## src/rtl/core/square_wave_pattern_synth_assert.svh

```systemverilog
// Assertion macros for the square-wave pattern synth.
// Used by the top level; expands to nothing when SYNTHESIS is defined.
`ifndef SQUARE_WAVE_PATTERN_SYNTH_ASSERT_SVH
`define SQUARE_WAVE_PATTERN_SYNTH_ASSERT_SVH
`ifndef SYNTHESIS
`define SWPS_ASSERT(lbl, clk, rstn, prop, msg) \
  lbl: assert property (@(posedge clk) disable iff (!rstn) prop) else $error(msg);
`define SWPS_ASSERT_ALWAYS(lbl, clk, prop, msg) \
  lbl: assert property (@(posedge clk) prop) else $error(msg);
`else
`define SWPS_ASSERT(lbl, clk, rstn, prop, msg)
`define SWPS_ASSERT_ALWAYS(lbl, clk, prop, msg)
`endif
`endif

```

## src/rtl/core/swps_pkg.sv

```systemverilog
// Types, constants and note tables for the square-wave pattern synth.
// No dependencies.
package swps_pkg;

  localparam int MUL_A_W = 22;
  localparam int MUL_B_W = 32;
  localparam int MUL_P_W = MUL_A_W + MUL_B_W;

  localparam logic [21:0] WRAP_SAMPLES   = 22'd2646000;
  localparam logic [13:0] EIGHTH_SAMPLES = 14'd11025;
  localparam logic [13:0] HAT_WINDOW     = 14'd2757;
  localparam logic [9:0]  HAT_MOD        = 10'd441;
  localparam logic [9:0]  HAT_STEP       = 10'd80;
  localparam logic [8:0]  HAT_MID        = 9'd221;
  localparam logic [31:0] AMP_HAT        = 32'd2621;
  localparam logic [31:0] HAT_RECIP      = 32'd2434789;  // ceil(2^30 / 441)
  localparam int          HAT_SHIFT      = 30;

  localparam logic signed [16:0] AMP_MELODY = 17'sd8192;
  localparam logic signed [16:0] AMP_BASS   = 17'sd6553;
  localparam logic signed [16:0] CLIP_LEVEL = 17'sd29490;

  localparam logic [8:0] VOL_MAX   = 9'd256;
  localparam logic [8:0] VOL_RESET = 9'd102;

  typedef enum logic [0:0] {
    REG_VOLUME = 1'b0,
    REG_ENABLE = 1'b1
  } reg_idx_e;

  typedef enum logic [6:0] {
    S_IDLE = 7'b0000001,
    S_MEL  = 7'b0000010,
    S_BAS  = 7'b0000100,
    S_HAT1 = 7'b0001000,
    S_HAT2 = 7'b0010000,
    S_MIX  = 7'b0100000,
    S_OUT  = 7'b1000000
  } state_e;

  localparam logic [31:0] MELODY_INC [16] = '{
    32'd42852281, 32'd42852281, 32'd50960128, 32'd48099738,
    32'd42852281, 32'd42852281, 32'd64205378, 32'd57200978,
    32'd42852281, 32'd42852281, 32'd50960128, 32'd48099738,
    32'd42852281, 32'd64205378, 32'd57200978, 32'd50960128
  };

  localparam logic [31:0] BASS_INC [8] = '{
    32'd10713070, 32'd10713070, 32'd8026038, 32'd8026038,
    32'd9544372,  32'd9544372,  32'd8026038, 32'd8026038
  };

endpackage

```

## src/rtl/core/swps_req_if.sv

```systemverilog
// Request channel: one transfer asks for a burst of samples.
// Depends on nothing.
interface swps_req_if;
  logic       valid;
  logic       ready;
  logic [6:0] sample_count;

  modport source (output valid, output sample_count, input ready);
  modport sink   (input valid, input sample_count, output ready);
endinterface

```

## src/rtl/core/swps_pcm_if.sv

```systemverilog
// Sample channel: one transfer carries one PCM sample.
// Depends on nothing.
interface swps_pcm_if;
  logic               valid;
  logic               ready;
  logic signed [15:0] pcm_sample;
  logic               last;

  modport source (output valid, output pcm_sample, output last, input ready);
  modport sink   (input valid, input pcm_sample, input last, output ready);
endinterface

```

## src/rtl/core/swps_mul.sv

```systemverilog
// Shared unsigned multiplier with registered product.
// Depends on swps_pkg.
module swps_mul (
  input  logic                          clk_i,
  input  logic                          en_i,
  input  logic [swps_pkg::MUL_A_W-1:0]  a_i,
  input  logic [swps_pkg::MUL_B_W-1:0]  b_i,
  output logic [swps_pkg::MUL_P_W-1:0]  p_o
);
  import swps_pkg::*;

  logic [MUL_P_W-1:0] p_q;

  always_ff @(posedge clk_i) begin
    if (en_i) begin
      p_q <= MUL_P_W'(a_i) * MUL_P_W'(b_i);
    end
  end

  assign p_o = p_q;
endmodule

```

## src/rtl/core/square_wave_pattern_synth.sv

```systemverilog
// Square-wave pattern synth: bursts of PCM samples from a stored sample counter.
// Each sample steps through states MEL, BAS, HAT1, HAT2, MIX and OUT, and the
// shared multiplier does five products per sample. OUT loads the output register;
// the request side stays busy, output stalls included, until the burst is done.
// Reset: counter at zero, volume 102, disabled. No clearing pass.
// Depends on swps_pkg, swps_req_if, swps_pcm_if, swps_mul and the assert header.
`include "square_wave_pattern_synth_assert.svh"
module square_wave_pattern_synth #(
  parameter int MAX_BURST = 64
) (
  input  logic        clk_i,
  input  logic        rst_ni,
  swps_req_if.sink    req_i,
  swps_pcm_if.source  pcm_o,
  input  logic        cfg_we_i,
  input  logic [0:0]  cfg_idx_i,
  input  logic [8:0]  cfg_wdata_i
);
  import swps_pkg::*;

  localparam int CntW = $clog2(MAX_BURST + 1);

  state_e              state_q, state_d;
  logic [21:0]         t_q;
  logic [13:0]         pos_q;
  logic [3:0]          eig_q;
  logic [8:0]          r_q;
  logic [CntW-1:0]     rem_q;
  logic [8:0]          vol_q;
  logic                en_q;
  logic                mel_neg_q, bas_neg_q, sgn_q;
  logic                out_valid_q, out_last_q;
  logic signed [15:0]  out_pcm_q;

  logic [MUL_A_W-1:0]  mul_a;
  logic [MUL_B_W-1:0]  mul_b;
  logic [MUL_P_W-1:0]  prod;
  logic                mul_en;

  logic [CntW-1:0]     n_eff;
  logic                in_xfer, advance;
  logic                hat_on, hat_neg;
  logic [8:0]          hat_arg;
  logic [11:0]         hat_mag;
  logic signed [16:0]  mel_val, bas_val, hat_val, sum, clip;
  logic [14:0]         sum_mag, out_mag;
  logic [9:0]          r_inc;

  swps_mul u_mul (
    .clk_i (clk_i),
    .en_i  (mul_en),
    .a_i   (mul_a),
    .b_i   (mul_b),
    .p_o   (prod)
  );

  assign req_i.ready     = (state_q == S_IDLE);
  assign in_xfer         = req_i.valid && req_i.ready;
  assign advance         = !out_valid_q || pcm_o.ready;
  assign pcm_o.valid     = out_valid_q;
  assign pcm_o.pcm_sample = out_pcm_q;
  assign pcm_o.last      = out_last_q;

  always_comb begin
    if (32'(req_i.sample_count) > MAX_BURST) begin
      n_eff = CntW'(MAX_BURST);
    end else begin
      n_eff = CntW'(req_i.sample_count);
    end
  end

  assign hat_on  = pos_q < HAT_WINDOW;
  assign hat_neg = r_q < HAT_MID;
  assign hat_arg = hat_neg ? 9'(HAT_MOD - {r_q, 1'b0}) : 9'({r_q, 1'b0} - HAT_MOD);
  assign hat_mag = prod[HAT_SHIFT +: 12];

  assign mel_val = mel_neg_q ? -AMP_MELODY : AMP_MELODY;
  assign bas_val = bas_neg_q ? -AMP_BASS : AMP_BASS;
  assign hat_val = !hat_on ? 17'sd0 :
                   hat_neg ? -$signed({5'b0, hat_mag}) : $signed({5'b0, hat_mag});
  assign sum     = mel_val + bas_val + hat_val;

  always_comb begin
    if (sum > CLIP_LEVEL) begin
      clip = CLIP_LEVEL;
    end else if (sum < -CLIP_LEVEL) begin
      clip = -CLIP_LEVEL;
    end else begin
      clip = sum;
    end
  end

  assign sum_mag = clip[16] ? 15'(-clip) : 15'(clip);
  assign out_mag = prod[22:8];
  assign r_inc   = {1'b0, r_q} + HAT_STEP;

  always_comb begin
    mul_en = 1'b1;
    mul_a  = '0;
    mul_b  = '0;
    case (state_q)
      S_MEL: begin
        mul_a = t_q;
        mul_b = MELODY_INC[eig_q];
      end
      S_BAS: begin
        mul_a = t_q;
        mul_b = BASS_INC[eig_q[3:1]];
      end
      S_HAT1: begin
        mul_a = MUL_A_W'(hat_arg);
        mul_b = AMP_HAT;
      end
      S_HAT2: begin
        mul_a = prod[MUL_A_W-1:0];
        mul_b = HAT_RECIP;
      end
      S_MIX: begin
        mul_a = MUL_A_W'(sum_mag);
        mul_b = MUL_B_W'(vol_q);
      end
      default: begin
        mul_en = 1'b0;
      end
    endcase
  end

  always_comb begin
    state_d = state_q;
    case (state_q)
      S_IDLE: begin
        if (in_xfer && en_q && (req_i.sample_count != '0)) begin
          state_d = S_MEL;
        end
      end
      S_MEL:  state_d = S_BAS;
      S_BAS:  state_d = S_HAT1;
      S_HAT1: state_d = S_HAT2;
      S_HAT2: state_d = S_MIX;
      S_MIX:  state_d = S_OUT;
      S_OUT: begin
        if (advance) begin
          state_d = (rem_q == CntW'(1)) ? S_IDLE : S_MEL;
        end
      end
      default: state_d = S_IDLE;
    endcase
  end

  always_ff @(posedge clk_i or negedge rst_ni) begin
    if (!rst_ni) begin
      state_q     <= S_IDLE;
      t_q         <= '0;
      pos_q       <= '0;
      eig_q       <= '0;
      r_q         <= '0;
      rem_q       <= '0;
      vol_q       <= VOL_RESET;
      en_q        <= 1'b0;
      out_valid_q <= 1'b0;
    end else begin
      state_q <= state_d;
      if (cfg_we_i) begin
        case (cfg_idx_i)
          REG_VOLUME: vol_q <= (cfg_wdata_i > VOL_MAX) ? VOL_MAX : cfg_wdata_i;
          REG_ENABLE: en_q  <= cfg_wdata_i[0];
          default: ;
        endcase
      end
      if (state_q == S_IDLE && in_xfer) begin
        rem_q <= n_eff;
      end
      if (pcm_o.ready) begin
        out_valid_q <= 1'b0;
      end
      if (state_q == S_OUT && advance) begin
        out_valid_q <= 1'b1;
        rem_q       <= rem_q - CntW'(1);
        t_q         <= (t_q == WRAP_SAMPLES - 22'd1) ? '0 : t_q + 22'd1;
        pos_q       <= (pos_q == EIGHTH_SAMPLES - 14'd1) ? '0 : pos_q + 14'd1;
        if (pos_q == EIGHTH_SAMPLES - 14'd1) begin
          eig_q <= eig_q + 4'd1;
        end
        r_q <= (r_inc >= HAT_MOD) ? 9'(r_inc - HAT_MOD) : r_inc[8:0];
      end
    end
  end

  always_ff @(posedge clk_i) begin
    case (state_q)
      S_BAS: mel_neg_q <= prod[31];
      S_HAT1: bas_neg_q <= prod[31];
      S_MIX: sgn_q <= clip[16];
      S_OUT: begin
        if (advance) begin
          out_pcm_q  <= sgn_q ? -$signed({1'b0, out_mag}) : $signed({1'b0, out_mag});
          out_last_q <= (rem_q == CntW'(1));
        end
      end
      default: ;
    endcase
  end

  `SWPS_ASSERT(a_time_range, clk_i, rst_ni, t_q < WRAP_SAMPLES, "sample counter out of range")
  `SWPS_ASSERT(a_sub_range, clk_i, rst_ni, (pos_q < EIGHTH_SAMPLES) && (r_q < 9'(HAT_MOD)), "note position or hat residue out of range")
  `SWPS_ASSERT(a_busy_count, clk_i, rst_ni, (state_q != S_IDLE) |-> (rem_q != '0), "busy with empty burst")
  `SWPS_ASSERT(a_start_busy, clk_i, rst_ni, (in_xfer && en_q && (req_i.sample_count != '0)) |=> !req_i.ready, "burst did not start")

endmodule

```

## src/flat_wrapper.sv

```systemverilog
// flat-port wrapper written by rule: the top's interface ports become plain ports
module square_wave_pattern_synth_flat import swps_pkg::*;
#(
  parameter int MAX_BURST = 64
)
  (clk_i, rst_ni, cfg_we_i, cfg_idx_i, cfg_wdata_i, req_i_valid, req_i_sample_count, req_i_ready, pcm_o_valid, pcm_o_pcm_sample, pcm_o_last, pcm_o_ready);
  swps_req_if req_i_i ();
  swps_pcm_if pcm_o_i ();
  input  logic clk_i;
  input  logic rst_ni;
  input  logic cfg_we_i;
  input  logic [0:0] cfg_idx_i;
  input  logic [8:0] cfg_wdata_i;
  input wire logic [$bits(req_i_i.valid)-1:0] req_i_valid;
  input wire logic [$bits(req_i_i.sample_count)-1:0] req_i_sample_count;
  output wire logic [$bits(req_i_i.ready)-1:0] req_i_ready;
  output wire logic [$bits(pcm_o_i.valid)-1:0] pcm_o_valid;
  output wire logic [$bits(pcm_o_i.pcm_sample)-1:0] pcm_o_pcm_sample;
  output wire logic [$bits(pcm_o_i.last)-1:0] pcm_o_last;
  input wire logic [$bits(pcm_o_i.ready)-1:0] pcm_o_ready;
  assign req_i_i.valid = req_i_valid;
  assign req_i_i.sample_count = req_i_sample_count;
  assign req_i_ready = req_i_i.ready;
  assign pcm_o_valid = pcm_o_i.valid;
  assign pcm_o_pcm_sample = pcm_o_i.pcm_sample;
  assign pcm_o_last = pcm_o_i.last;
  assign pcm_o_i.ready = pcm_o_ready;
  square_wave_pattern_synth #(.MAX_BURST(MAX_BURST)) u_core (.clk_i(clk_i), .rst_ni(rst_ni), .req_i(req_i_i), .pcm_o(pcm_o_i), .cfg_we_i(cfg_we_i), .cfg_idx_i(cfg_idx_i), .cfg_wdata_i(cfg_wdata_i));
endmodule
```

## config.mk

```make
export PLATFORM = sky130hd
export DESIGN_NAME = square_wave_pattern_synth_flat
export DESIGN_NICKNAME = d
export VERILOG_FILES = /design/src/rtl/core/swps_pkg.sv /design/src/rtl/core/swps_req_if.sv /design/src/rtl/core/swps_pcm_if.sv /design/src/rtl/core/swps_mul.sv /design/src/rtl/core/square_wave_pattern_synth.sv /design/src/flat_wrapper.sv
export VERILOG_INCLUDE_DIRS = /design/src /design/src/rtl/core
export SDC_FILE = /design/constraint.sdc
export NUM_CORES = 2
export LEC_CHECK = 0
export ABC_CLOCK_PERIOD_IN_PS = 38400
export BUFFER_PORTS_ARGS = -buffer_cell sky130_fd_sc_hd__buf_4
export CAP_MARGIN = 30
export CORE_MARGIN = 2
export CORE_UTILIZATION = 53
export CTS_CLUSTER_SIZE = 40
export DETAILED_ROUTE_END_ITERATION = 16
export PLACE_DENSITY_LB_ADDON = 0.3
export SLEW_MARGIN = 40
export SYNTH_ARGS = -nofsm -noshare
export SYNTH_HDL_FRONTEND = slang
export SYNTH_SLANG_ARGS = --single-unit
```

## constraint.sdc

```tcl
create_clock -name clk_i -period 38.4 [get_ports clk_i]
set_input_delay 3.84 -clock clk_i [delete_from_list [all_inputs] [get_ports clk_i]]
set_output_delay 3.84 -clock clk_i [all_outputs]
set_load 0.005 [all_outputs]
```

==> results.md <==
- CP Max Fanout: 20
- DRC viols: 0
- VDD IR max: 0.0298 mV
- PortBufs: 40
- Total core area: 48800 um2
- Most common flop cell mapped by yosys: dfrtp_1
- Fraction of registers with async set/reset: 57.4%
- CTS Hold Bufs: 0
- Final HPWL DP: 61200 um
- Clock latency at the later pin of the worst-skew pair: 0.43 ns
- Htree depth: 4
- Number of synthesized register bits: 129
- Layout Nets: 3667
- Antenna viol nets, final: 0
- Hold Vio Cnt, Final: 0
- Critical path data required time: 38.63 ns
- Seq/Total Area, Yosys: 13.4%
- Setup ws final: 23.94 ns
- Crit path top cell by count: fa_1
- TritonCTS clock tree: done
- WL per Instance: 20.7 um
- Die X: 226 um
- Netlist Area Pre-Place: 26200 um2
- Final Wtd Congestion: 1.00
- Placed Area: 27200 um2
- Row count: 81
- Vias per cell: 5.82
- Share of layout cells above drive strength 1: 5.98%
- Pwr Total: 404 uW
- PD cells: 14.5 nW/um2
- Crit path capture type: flop
- Slowest CP cell: ha_1
- Outcome: finished clean
- YS warnings: 0
- FMAX: 69.2 MHz
- Max-Cap Viols: 0
- # placed instances: 3642
- Synth unique cells: 81
- Setup TNS: 0 ns
- Fin util: 57.0%
- Worst slew pin tran: 0.890 ns
- Initial antenna violation count: 1
- Clock slew at reported path FFs: 0.07 ns
- Final WL: 76100 um
- Fin crit period: 14.46 ns
- Total track usage: 31.2%
- Fin area: 27800 um2
- CTS Buf Count: 17
- Die Y: 226 um
- Global-route wire length before repair: 122000 um
- Worst stage delay on the critical path: 0.72 ns
- Avg Cell Area, Syn: 8.66 um2
- Crit start category: flop
- EDFF count, synth: 55
- Cells after Synth: 3020
- Worst setup path category: flop to flop
- Die area: 51200 um2
- Worst slew margin: 40.0%
- CTS Root Cell: clkbuf_16
- Vias in the first global route: 21.9k
- Synthesis-to-layout area growth: 6.37%
- Hold WS: 0.499 ns
- Largest net degree at the start of global routing: 75
- Fin crit share: 37.7%
- HP Class: flop to flop
- DR pass1 iterations: 5
- Syn nets: 3690
- Worst EP arrival: 14.69 ns
- Clk buf depth: 2
- Initial Utilization: 53.6%
- Post-CTS sizing: 0
- GRT overflow: 0
- Place WS: 24.00 ns
- DR iter-0 viols: 1848
- Pleak: 12.8 nW
- Final setup skew: 0.0200 ns
- Final-report setup violation count: 0
- Max-slew violations: 0
- Diode count: 0
- CTS Sinks: 129
- Total number of vias: 21.4k
- Final Non-Filler Cells: 3674
- Top-Level Pins: 41
- RSZ-0062 raised after global routing: no
- Setup bufs post-CTS: 0
-- state kept, by name, indices dropped and copies added, names as in the netlist, 4 cells and up --
register / count
u_core.pos_q: 14
u_core.eig_q: 4
u_core.t_q: 22
u_core.state_q: 7
u_core.rem_q: 7
u_core.pcm_o.pcm_sample: 16
u_core.u_mul.p_o: 35
u_core.vol_q: 9
u_core.r_q: 9
-- layout make-up --
cell class | count | area (um2)
Clock buffer | 18 | 429
Tap cell | 664 | 831
Multi-Input combinational cell | 2137 | 19900
Timing Repair Buffer | 88 | 669
Sequential cell | 129 | 3510
Clock inverter | 14 | 143
Inverter | 624 | 2340
Fill cell | 4398 | 21000
-- power by group --
part	total [mW]	switching, mW	leakage, nW	internal, mW
Sequential	0.159	0.00823	1.43	0.151
Combinational	0.0835	0.0582	11.1	0.0253
Clock	0.161	0.0698	0.279	0.0913
-- metal layers --
layer	part of all wire [%]	GRT usage, %	wire (um)
met3	9.8	6.74	7440
met2	47	49.9	35400
met4	4.1	12.2	3110
met1	40	41.5	30200
met5	0	0	0
-- synth_stat cells, types with 8 or more instances --
cell type | instances | area (um2)
buf_2 | 16 | 80.1
nor2b_1 | 14 | 87.6
or3_1 | 15 | 93.8
edfxtp_1 | 55 | 1650
a31oi_1 | 18 | 113
nor2_1 | 271 | 1020
a21oi_1 | 79 | 395
o21a_1 | 15 | 113
a22oi_1 | 16 | 120
nand3_1 | 41 | 205
a22o_1 | 13 | 114
xnor2_1 | 89 | 780
a21o_1 | 28 | 210
o31ai_1 | 10 | 75.1
nor3_1 | 35 | 175
and2_1 | 30 | 188
nand2b_1 | 28 | 175
fa_1 | 467 | 9350
and3_1 | 19 | 119
a211o_1 | 14 | 123
clkbuf_1 | 105 | 394
a211oi_1 | 19 | 143
a222oi_1 | 8 | 80.1
o21ai_0 | 100 | 500
or2_2 | 10 | 62.6
dfrtp_1 | 69 | 1730
and4_1 | 8 | 70.1
nand2_1 | 431 | 1620
ha_1 | 181 | 2260
xor2_1 | 38 | 333
inv_1 | 620 | 2330
nand4_1 | 15 | 93.8
-- cells by family after synthesis --
family,count (synthesis),synth area share [%]
AND/OR/NAND/NOR,951,16.0
buffers and inverters,754,11.0
adder cells (fa/ha/maj),648,44.4
AO/OA/AOI/OAI,405,10.7
flip-flops,129,13.4
XOR/XNOR,127,4.25
multiplexers,6,0.249
-- worst max-delay path, delay by kind of cell, from the launching register on --
family          cells  cell delay (ns)
compound gates     16             5.29
flops               1             0.44
buf+inv             4             0.20
fa+ha+maj          13             5.87
simple gates       12             2.05
xor+xnor            2             0.38
-- cells in the final DEF (no fill, tap or decap), types with 28 or more instances in the layout --
cell type and count:
inv_1 620, fa_1 467, nand2_1 428, nor2_1 269
ha_1 181, o21ai_0 99, xnor2_1 89, buf_4 85
a21oi_1 78, dfrtp_1 67, edfxtp_1 55, nand3_1 41
xor2_1 38, nor3_1 33, and2_1 30, a21o_1 28
-- path summary, 6_finish.rpt --
path	start	end	slack (ns)	cells after the start
setup / recovery	u_core.r_q[0]$_DFFE_PN0P_	u_core.u_mul.p_o[40]$_DFFE_PP_	23.94	47
hold / removal	u_core.pos_q[7]$_DFFE_PN0P_	u_core.pos_q[7]$_DFFE_PN0P_	0.50	1
setup reg to reg	u_core.r_q[0]$_DFFE_PN0P_	u_core.u_mul.p_o[40]$_DFFE_PP_	23.94	47
hold reg to reg	u_core.pos_q[7]$_DFFE_PN0P_	u_core.pos_q[7]$_DFFE_PN0P_	0.50	1
max in group asynchronous	rst_ni	u_core.eig_q[2]$_DFFE_PN0P_	34.38	1
min in group asynchronous	rst_ni	u_core.pcm_o.valid$_DFFE_PN0P_	3.45	1
(Power assumes the default switching activity.)
